--- config.mk ---
export PLATFORM = sky130hd
export DESIGN_NAME = rrt_ctrl
export DESIGN_NICKNAME = d
export VERILOG_FILES = /design/src/design/rrt_pkg.sv /design/src/design/rrt_ctrl.sv
export SDC_FILE = /design/constraint.sdc
export NUM_CORES = 1
export LEC_CHECK = 0
export BUFFER_PORTS_ARGS = -buffer_cell sky130_fd_sc_hd__buf_2
export CAP_MARGIN = 5
export CORE_AREA = 5 5 198 200
export CTS_BUF_LIST = sky130_fd_sc_hd__clkbuf_16
export CTS_CLUSTER_DIAMETER = 150
export DETAILED_ROUTE_END_ITERATION = 12
export DIE_AREA = 0 0 203 205
export PLACE_DENSITY = 0.5
export SLEW_MARGIN = 25
export SYNTH_ARGS = -nofsm -noshare
export SYNTH_HDL_FRONTEND = slang
export SYNTH_SLANG_ARGS = --single-unit
--- constraint.sdc ---
create_clock -name clk -period 3.6 [get_ports clk]
set_input_delay 0.18 -clock clk [delete_from_list [all_inputs] [get_ports clk]]
set_output_delay 0.18 -clock clk [all_outputs]
set_load 0.03 [all_outputs]
--- src/design/rrt_pkg.sv ---
// shared types and constants for the ranked record table
// record layout, opcodes, status codes, controller states, memory request
// no dependencies
package rrt_pkg;

	localparam int TABLE_DEPTH = 64;
	localparam int IDX_W       = $clog2(TABLE_DEPTH);
	localparam int CNT_W       = $clog2(TABLE_DEPTH + 1);
	localparam int IN_DATA_W   = 128;
	localparam int OUT_DATA_W  = 136;
	localparam int USER_W      = 2;

	localparam logic [2:0] CLASS_MIN = 3'd1;
	localparam logic [2:0] CLASS_MAX = 3'd4;

	typedef enum logic [1:0] {
		OP_INSERT,
		OP_FIND_ID,
		OP_FIND_SCORE,
		OP_READ_RANK
	} opcode_t;

	typedef enum logic [1:0] {
		ST_OK,
		ST_NOT_FOUND,
		ST_FULL,
		ST_BAD_CLASS
	} status_t;

	typedef enum logic [2:0] {
		S_IDLE,
		S_INS_SCAN,
		S_INS_WRITE,
		S_FIND,
		S_RANK,
		S_EMPTY
	} state_t;

	typedef struct packed {
		logic [9:0]  score;
		logic [31:0] student_id;
		logic [2:0]  class_num;
		logic [63:0] name_head;
		logic [7:0]  name_tail;
	} record_t;

	typedef struct packed {
		opcode_t     opcode;
		record_t     rec;
		logic [5:0]  rank_index;
	} item_t;

	typedef struct packed {
		status_t     status;
		record_t     rec;
		logic [5:0]  rank;
		logic [6:0]  entry_total;
	} result_t;

	typedef struct packed {
		logic             rd_en;
		logic [IDX_W-1:0] rd_addr;
		logic             wr_en;
		logic [IDX_W-1:0] wr_addr;
		record_t          wr_data;
	} mem_req_t;

endpackage

--- src/design/rrt_ctrl.sv ---
// sequencer for the ranked record table: insert shift, scans, rank read
// depends on rrt_pkg; drives the record memory through a mem_req_t
module rrt_ctrl (
	input  logic              clk,
	input  logic              arst_n,
	input  logic              in_valid,
	output logic              in_ready,
	input  rrt_pkg::item_t    item,
	input  logic              out_free,
	output logic              res_valid,
	output rrt_pkg::result_t  res,
	output rrt_pkg::mem_req_t req,
	input  rrt_pkg::record_t  rd_data
);
	import rrt_pkg::*;

	state_t           state_q, state_d;
	item_t            item_q;
	logic [IDX_W-1:0] ptr_q, ptr_d;
	logic [CNT_W-1:0] fill_q, fill_d;
	status_t          status_q, status_d;

	logic accept;
	logic bad_class;
	logic full;
	logic rank_ok;
	logic goes_after;
	logic hit;
	logic last;

	assign accept    = in_valid && in_ready;
	assign bad_class = (item.rec.class_num < CLASS_MIN) || (item.rec.class_num > CLASS_MAX);
	assign full      = (fill_q == CNT_W'(TABLE_DEPTH));
	assign rank_ok   = (CNT_W'(item.rank_index) < fill_q);

	// stored entry ranks after the new record
	assign goes_after = (rd_data.score < item_q.rec.score) ||
		((rd_data.score == item_q.rec.score) &&
		 (rd_data.class_num >= item_q.rec.class_num));

	assign hit  = (item_q.opcode == OP_FIND_ID) ?
		(rd_data.student_id == item_q.rec.student_id) :
		(rd_data.score == item_q.rec.score);
	assign last = ((CNT_W'(ptr_q) + CNT_W'(1)) == fill_q);

	always_comb begin
		state_d = state_q;
		case (state_q)
			S_IDLE: begin
				if (in_valid) begin
					case (item.opcode)
						OP_INSERT: begin
							if (bad_class || full) state_d = S_EMPTY;
							else if (fill_q == '0) state_d = S_INS_WRITE;
							else                   state_d = S_INS_SCAN;
						end
						OP_FIND_ID, OP_FIND_SCORE: begin
							state_d = (fill_q == '0) ? S_EMPTY : S_FIND;
						end
						OP_READ_RANK: begin
							state_d = rank_ok ? S_RANK : S_EMPTY;
						end
						default: state_d = S_EMPTY;
					endcase
				end
			end
			S_INS_SCAN: begin
				if (!goes_after || ptr_q == '0) state_d = S_INS_WRITE;
			end
			S_INS_WRITE, S_RANK, S_EMPTY: begin
				if (out_free) state_d = S_IDLE;
			end
			S_FIND: begin
				if (hit) begin
					if (out_free) state_d = S_IDLE;
				end else if (last) begin
					state_d = S_EMPTY;
				end
			end
			default: state_d = S_IDLE;
		endcase
	end

	always_comb begin
		in_ready    = 1'b0;
		res_valid   = 1'b0;
		res         = '0;
		res.status  = status_q;
		res.entry_total = 7'(fill_q);
		req         = '0;
		ptr_d       = ptr_q;
		fill_d      = fill_q;
		status_d    = status_q;
		case (state_q)
			S_IDLE: begin
				in_ready = 1'b1;
				if (accept) begin
					req.rd_en = 1'b1;
					status_d  = ST_NOT_FOUND;
					case (item.opcode)
						OP_INSERT: begin
							// class check ranks ahead of the full check
							status_d = bad_class ? ST_BAD_CLASS :
								(full ? ST_FULL : ST_NOT_FOUND);
							ptr_d = (fill_q == '0) ? '0 : IDX_W'(fill_q - CNT_W'(1));
						end
						OP_READ_RANK: begin
							ptr_d = IDX_W'(item.rank_index);
						end
						default: begin
							ptr_d = '0;
						end
					endcase
					req.rd_addr = ptr_d;
				end
			end
			S_INS_SCAN: begin
				if (goes_after) begin
					// move this entry down one place, fetch the one above
					req.wr_en   = 1'b1;
					req.wr_addr = ptr_q + IDX_W'(1);
					req.wr_data = rd_data;
					if (ptr_q != '0) begin
						req.rd_en   = 1'b1;
						req.rd_addr = ptr_q - IDX_W'(1);
						ptr_d       = ptr_q - IDX_W'(1);
					end
				end else begin
					ptr_d = ptr_q + IDX_W'(1);
				end
			end
			S_INS_WRITE: begin
				if (out_free) begin
					req.wr_en       = 1'b1;
					req.wr_addr     = ptr_q;
					req.wr_data     = item_q.rec;
					fill_d          = fill_q + CNT_W'(1);
					res_valid       = 1'b1;
					res.status      = ST_OK;
					res.rec         = item_q.rec;
					res.rank        = 6'(ptr_q);
					res.entry_total = 7'(fill_d);
				end
			end
			S_FIND: begin
				if (hit) begin
					if (out_free) begin
						res_valid  = 1'b1;
						res.status = ST_OK;
						res.rec    = rd_data;
						res.rank   = 6'(ptr_q);
					end
				end else if (!last) begin
					req.rd_en   = 1'b1;
					req.rd_addr = ptr_q + IDX_W'(1);
					ptr_d       = ptr_q + IDX_W'(1);
				end
			end
			S_RANK: begin
				if (out_free) begin
					res_valid  = 1'b1;
					res.status = ST_OK;
					res.rec    = rd_data;
					res.rank   = 6'(ptr_q);
				end
			end
			S_EMPTY: begin
				res_valid = out_free;
			end
			default: begin
				res_valid = 1'b0;
			end
		endcase
	end

	always_ff @(posedge clk or negedge arst_n) begin
		if (!arst_n) begin
			state_q <= S_IDLE;
			fill_q  <= '0;
		end else begin
			state_q <= state_d;
			fill_q  <= fill_d;
		end
	end

	always_ff @(posedge clk) begin
		if (accept) begin
			item_q <= item;
		end
		ptr_q    <= ptr_d;
		status_q <= status_d;
	end

endmodule

After elaboration in Yosys (flattened, before gate mapping). Cells that the tools add are included.

Logic and storage cells: 102. Output and inout port bits: 265. Register bits after elaboration: 137. Input port bits: 246.

Muxes and demuxes: 39. Reductions and logical operators: 21. $add $sub $neg: 5. Equality and inequality tests: 20. $lt $le $gt $ge: 5. Bitwise logic cells: 1.

Operator list (number): $pmux W125 S3 (1); $mux W125 (2); $pmux W124 S2 (1); $mux W132 (1); $mux W131 (1); $mux W124 (1); $mux W6 (6); $mux W7 (5); $eq A32 B32 Y1 (1); $mux W3 (7); $pmux W7 S3 (1); $pmux W6 S3 (1); $pmux W3 S4 (1); $pmux W6 S2 (1); $sub A6 B1 Y6 const B (2); $eq A10 B10 Y1 (1); $lt A10 B10 Y1 (1); $ne A2 B2 Y1 const B (5); $pmux W3 S3 (1); $add A6 B1 Y7 const B (1); $add A7 B1 Y7 const B (1); $eq A7 B7 Y1 (1); $eq A7 B7 Y1 const B (1); $logic_not A7 Y1 (1); other kinds (28) (46).

Longest topological paths before layout. Gate-level depths: netlist (run 1).

Word-level depth: 7. Depth in mapped cells: 11. Gate-level depth less buffers: 9.

Worst setup path before layout (run 1). OpenSTA, ideal clock, no wires.

Path kind: register -> output. Start point: register state_q[0]. End point: output req[129] (netlist name). Arrival: 4.714 ns. Path buffers: 2. Path slack: -1.294 ns. Required time: 3.420 ns. Stages on the path, launching flop included: 7. Cell sequence: dfrtp_1 -> clkbuf_1 -> clkbuf_1 -> nor3_1 -> nand2_1 -> inv_1 -> a221o_1.

RTL lines: start: declaration (line rrt_ctrl.sv:17) `state_t state_q, state_d;`; start signal: assignment (line rrt_ctrl.sv:181) `state_q <= state_d;`; end: declaration (line rrt_ctrl.sv:12) `output rrt_pkg::mem_req_t req,`.

==> summary.txt, run 1 <==
Route
  – 1st-pass router iterations: 5
  – Antenna Nets Post-Route: 0
  – Vias per inst: 4.971
  – Vias: 9221
  – Avg WL per Cell: 22.02 um
  – Final WL: 40.84 mm
  – DR iter-0 viols: 615
  – # DRC: 0

Yosys
  – Synth top area cells: edfxtp_1, a22o_1, ha_1, xor2_1, xnor2_1
  – Syn Nets: ~1000
  – EDFF count, synth: between 100 and 150
  – Async set or reset register ratio after synthesis: 0.07299
  – Ys Warns: 0
  – Cell variety after synth: 52
  – Sequential area share after synthesis: 0.4733
  – Syn_area_per_cell: 11.21 sq um
  – Gate Count Post-Synth: approximately 770
  – Synthesized area: between 8000 and 9000 sq um
  – Prevailing post-synth register cell: edfxtp_1
  – Seq cells post-synth: between 100 and 150
  – Synth area leader: edfxtp_1
  – Yosys top cell area share: 0.4441

Pwr
  – Int Pwr: 4.850 mW
  – Share of power burned in the clock network: 0.180
  – Flop pwr share: 0.272
  – Worst vdd ir: 0.4651 mV
  – Leak: 6.334 nW
  – Sw Pwr: 4.728 mW
  – Total power: 9.578 mW
  – Sw Share: 0.4936
  – PD cells: 708.3 nW/um^2
  – Comb power frac: 0.549

Floorplanning
  – DIE AREA: 41620 sq um
  – Total core area: 37220 sq um
  – Io pins: 511
  – Initial Util: 0.2307
  – Row count: 71
  – Die height: 205 um
  – Die X: roughly 200 um

Global routing
  – GRT Util Overall: 0.1860
  – Vias in the first global route: 9358
  – Grt total ovfl: 0
  – Antenna violations before repair: 6
  – Largest net degree at the start of global routing: 150
  – Global-route wire length before repair: ~59 mm

Worst setup path
  – Cell chain of the critical path: inv_1 -> ha_1 -> a21o_1 -> a21o_1 -> a221oi_1 -> o2111a_4 -> nand2_1 -> o21ai_0 -> a2bb2oi_1 -> buf_2
  – Crit path required time: between 3000 and 4000 ps
  – Worst r2r src: item_q[78]
  – Critical path's slowest cell: a221oi_1
  – Crit path DAT: 3310 ps
  – Largest stage delay on the critical path: roughly 520 ps
  – Worst Path Max Fanout: 7
  – WS Path Type: flop to primary output
  – CP bufs+invs: 2
  – Top cell by count, worst path: a21o_1
  – Crit path launch: item_q[116]
  – Critical path's top delay family: compound AO/OA/AOI/OAI gates
  – Worst Setup End Kind: primary output
  – CP startpoint kind: flop

Layout
  – Final Core Density: 0.3633
  – Most frequent cells in the layout: buf_2, a22o_1, edfxtp_1, dlygate4sd3_1, o21ai_0
  – Register area: 4064 sq um
  – Fraction of layout cells with a size suffix above 1: 0.4215
  – Multi-input gate area: about 4200 sq um
  – Commonest non-fill, non-tap cell in the layout: buf_2
  – Fill count: 3762
  – Area Growth Syn to Fin: 57.47%
  – Final net count: 1635

Placement
  – Post-DP HPWL: about 31 mm
  – GP Congestion: 0.8970
  – # port buffers: 510

STA
  – Endpoints failing setup: 0
  – Fin crit period: 3493 ps
  – Worst Tran Pin Value: 856.2 ps
  – Max-slew headroom: 0.4244
  – Max-slew violation count: 0
  – Clock Skew: 21.92 ps
  – Hold Vio Cnt, Final: 0
  – Part of the cycle the worst path needs: 0.9702
  – Fmax: 286.3 MHz

Clocking
  – TritonCTS Buffers: 17
  – H-tree depth: 4
  – Clock latency on the worst-skew pair: 450 ps
  – Root Driver: clkbuf_16
  – CTS tree: yes
  – Clk slew on worst S/H paths: roughly 70 ps
  – Maximum clock path buffer count: 2
  – Clock Sink Count: 137

Hold path
  – Hold Path Class: input port to async pin

Flow run
  – # Max-Cap Violations: 0

Run status
  – Outcome: finished, final reports clean
[per-layer routing]
metal,track usage,part of all wire
met2,0.3243,0.51
met4,0.07153,0.034
met1,0.2149,0.38
met5,0,0.00051
met3,0.05620,0.080
[sequential cells by signal, indices dropped and copies added (netlist names)]
name      flops
fill_q        7
item_q      119
ptr_q         6
state_q       3
status_q      2
[metrics by stage]
step                setup slack, ps  instances  area [sq um]  setup TNS [ps]  hold slack, ps
floorplan                     53.34        766          8601               0          -115.6
CTS                           6.325       1847         13440               0           123.5
global placement              354.5       1694         11630               0           69.59
finish                        107.4       1855         13520               0           134.7
global route                 -26.07       1853         13520          -58.17           125.3
detailed placement            331.8       1694         11630               0           65.38
[path summary, 6_finish.rpt]
path                              end  slack, ps  depth (start not counted)
min in group clk           state_q[2]        160                          3
hold reg to reg             fill_q[5]        550                          1
hold / removal             state_q[1]        130                          2
setup / recovery             req[126]        110                         10
setup reg to reg             ptr_q[5]        750                          8
max in group asynchronous   fill_q[0]       3250                          2
[cell families (layout without fill, tap and decap cells)]
| logic type | Yosys count | after routing | synth area share |
|---|---|---|---|
| AND/OR/NAND/NOR | 127 | 127 | 0.07665 |
| XOR/XNOR | 65 | 65 | 0.06630 |
| AO/OA/AOI/OAI | 304 | 304 | 0.2901 |
| other | 0 | 5 | 0 |
| adder cells (fa/ha/maj) | 26 | 26 | 0.03788 |
| flip-flops | 137 | 137 | 0.4733 |
| buffers and inverters | 102 | 712 | 0.04969 |
| multiplexers | 5 | 5 | 0.006120 |
[Yosys cell counts (3+ instances only)]
cell type  count
dfrtp_1       10
nor2b_1        6
a21o_1         7
buf_4          4
buf_2         23
nand4_1        6
or3_1          6
and2_1         6
mux2i_1        3
nand2b_1       8
clkbuf_1      40
inv_1         34
a31oi_1        3
xor2_1        34
xnor2_1       31
a22o_1       225
and3_1         3
nand2_1       37
a21oi_1        9
nor2_1        18
o21ai_0       37
ha_1          26
nand3_1       10
a211oi_1       3
nor4_1         9
nor3_1         8
edfxtp_1     127
[power by group through the flow]
stage | sequential [mW] | clock (mW) | combinational, mW
after floorplan | 2.43 | 0 | 3.60
after global placement | 2.63 | 0 | 5.10
after detailed placement | 2.63 | 0 | 5.09
after CTS | 2.60 | 1.79 | 5.25
after global routing | 2.65 | 1.86 | 5.57
final | 2.60 | 1.72 | 5.25
[area by class of cell]
cell class                      count  area share
Sequential cell                   137      0.3005
Inverter                           34    0.009716
Antenna cell                        5   0.0009253
Tap cell                          474     0.04386
Clock buffer                       17     0.03146
Timing Repair Buffer              646      0.2948
Clock inverter                     15    0.009531
Multi-Input combinational cell    527      0.3092
[timing repair]
| item | 4_1_cts | 5_1_grt |
|---|---|---|
| endpoints found under the hold margin | 129 | 0 |
| setup endpoints to repair | 96 | 126 |
| cloned | 1 | 0 |
| setup buffers | 0 | 3 |
| hold buffers | 120 | 0 |
| gates resized for setup | 5 | 9 |
| pin swaps | 0 | 3 |
(Power assumes the default switching activity.)
==> run 2: changes to the inputs <==
--- a/config.mk
+++ b/config.mk
@@ -12,6 +12,7 @@
 export CTS_CLUSTER_DIAMETER = 150
 export DETAILED_ROUTE_END_ITERATION = 12
 export DIE_AREA = 0 0 203 205
+export GPL_TIMING_DRIVEN = 0
 export PLACE_DENSITY = 0.5
 export SLEW_MARGIN = 25
 export SYNTH_ARGS = -nofsm -noshare
==> run 2 against run 1 <==
Compared with the run above: combinational power is 10% higher; sequential share of layout area is 0.66 points lower; critical path depth stayed put; global-route usage is 3.1 points higher; flip-flop and latch count stayed put; first-iteration DRC count is 0.98% higher; routed wire length is 16% higher; core utilization is 0.81 points higher; cell count is 3.0% higher; clock skew is 8.1 ps lower; critical endpoint unchanged; largest cell class is now non-clock buffers.
==> summary.txt, run 2 (synthesis gave the netlist of run 1 again) <==
Route
  – Final WL: 47.35 mm
  – # DRC: 0
  – Antenna Nets Post-Route: 0
  – 1st-pass router iterations: 5
  – Vias per inst: 5.033
  – Avg WL per Cell: 24.78 um
  – DR iter-0 viols: 621
  – Vias: 9619

Layout
  – Fill count: 3803
  – Final net count: 1695
  – Fraction of layout cells with a size suffix above 1: 0.4269
  – Top flop regs: item_q: 119 flops, fill_q: 7 flops, ptr_q: 6 flops
  – Commonest non-fill, non-tap cell in the layout: buf_2
  – Largest register FFs: 119
  – Final instance area: 13820 sq um
  – Most frequent cells in the layout: buf_2, a22o_1, edfxtp_1, dlygate4sd3_1, o21ai_0
  – Area Growth Syn to Fin: 60.98%
  – Largest Register: item_q

Floorplanning
  – Total core area: 37220 sq um
  – Initial Util: 0.2307
  – Die height: 205 um
  – Row count: 71
  – Die X: 203 um
  – DIE AREA: 41620 sq um
  – Io pins: 511

Clocking
  – Clock latency on the worst-skew pair: 440 ps
  – TritonCTS Buffers: 17
  – Maximum clock path buffer count: 2
  – Clock Sink Count: 137
  – Clk slew on worst S/H paths: 70 ps
  – Root Driver: clkbuf_16
  – CTS tree: yes
  – H-tree depth: 4

Flow run
  – # Max-Cap Violations: 0

Worst setup path
  – Crit path DAT: 3250 ps
  – WS Path Type: flop to primary output
  – Crit path required time: 3420 ps
  – CP startpoint kind: flop
  – Worst Path Max Fanout: 9
  – Worst Setup End Kind: primary output

Pwr
  – Worst vdd ir: 0.3241 mV
  – Total power: ~10 mW
  – PD cells: 730.5 nW/um^2
  – Leak: 6.549 nW

Run status
  – Outcome: finished, final reports clean

Placement
  – Post-DP HPWL: 37.32 mm
  – # port buffers: 510
  – GP Congestion: 0.8927
  – DP Area: about 12000 sq um

STA
  – RSZ-0062 raised after global routing: true
  – Clock Skew: 13.83 ps
  – Max-slew headroom: 0.4024
  – Endpoints failing setup: 0
  – Hold Vio Cnt, Final: 0
  – Fin crit period: 3430 ps
  – Fmax: slightly below 300 MHz
  – Max-slew violation count: 0
  – Worst Tran Pin Value: 896.4 ps
  – Part of the cycle the worst path needs: 0.9528

Global routing
  – Global-route wire length before repair: ~66 mm
  – Grt total ovfl: 0
  – Vias in the first global route: 9778
  – Antenna violations before repair: 2
  – Largest net degree at the start of global routing: 30
  – GRT Util Overall: 0.2173

Hold path
  – Hold Path Class: input port to async pin
[run 2: layer usage]
metal  vias to the layer above  track usage  part of all wire
met5                         -            0                 0
met4                         0      0.08366             0.029
met3                        59      0.05113             0.073
met2                       500       0.3671              0.49
met1                      4727       0.2698              0.41
li1                       4333            -                 -
[run 2: through the flow]
stage / util / setup TNS [ps] / worst slack, ps / std cells / hold WS [ps]
6_report: 0.3714 / 0 / 170.1 / 1911 / 138.4
5_1_grt: 0.3714 / -136.3 / -76.80 / 1911 / 138.1
4_1_cts: 0.3701 / 0 / 8.616 / 1911 / 118.4
3_5_place_dp: 0.3185 / -2435 / -179.5 / 1755 / 70.04
3_3_place_gp: 0.3156 / -117950 / -1338 / 1750 / 71.47
2_1_floorplan: - / 0 / 53.34 / 766 / -115.6
[run 2: path summary, 6_finish.rpt]
path | from | end | slack, ps | cells past startpoint
max in group asynchronous | arst_n | fill_q[5] | 3240 | 2
max | item_q[118] | req[126] | 170 | 10
min | arst_n | fill_q[0] | 140 | 2
min reg2reg | fill_q[5] | fill_q[5] | 540 | 1
max reg2reg | item_q[78] | ptr_q[3] | 500 | 9
min in group clk | out_free | state_q[2] | 170 | 3
[run 2: area by class of cell]
class	instances	area, sq um	share of cell area
antenna	1	2.502	0.0001810
buffer	67	364.1	0.02634
clock buffer	17	425.4	0.03077
clock inverter	15	158.9	0.01150
inverter	34	131.4	0.009504
multi-input combinational	527	4174	0.3020
sequential	137	4064	0.2940
tap	474	593.1	0.04290
timing repair buffer	639	3910	0.2829
[run 2: power by group]
group / total, mW / internal [mW] / leakage [nW] / switching, mW
clock network: 1.84 / 1.08 / 0.282 / 0.760
logic: 5.80 / 1.84 / 4.96 / 3.96
registers: 2.46 / 2.21 / 1.31 / 0.250
total: 10.1 / 5.12 / 6.55 / 4.98
[run 2: repair_timing]
| action | CTS | global route |
|---|---|---|
| pin swaps | 3 | 6 |
| endpoints found under the hold margin | 129 | 0 |
| cloned | 0 | 0 |
| hold buffers | 120 | 0 |
| setup buffers | 4 | 0 |
| gates resized for setup | 30 | 18 |
| setup endpoints to repair | 251 | 201 |
[run 2: critical path, cell delays in order, from the launching register on]
cell       delay (ps)
edfxtp_1          380
inv_1              70
ha_1              300
and4_1            240
nand4_1           190
o31ai_2           300
o211ai_2          370
nor3_4            350
a221oi_1          130
a2bb2oi_1         240
buf_2             240
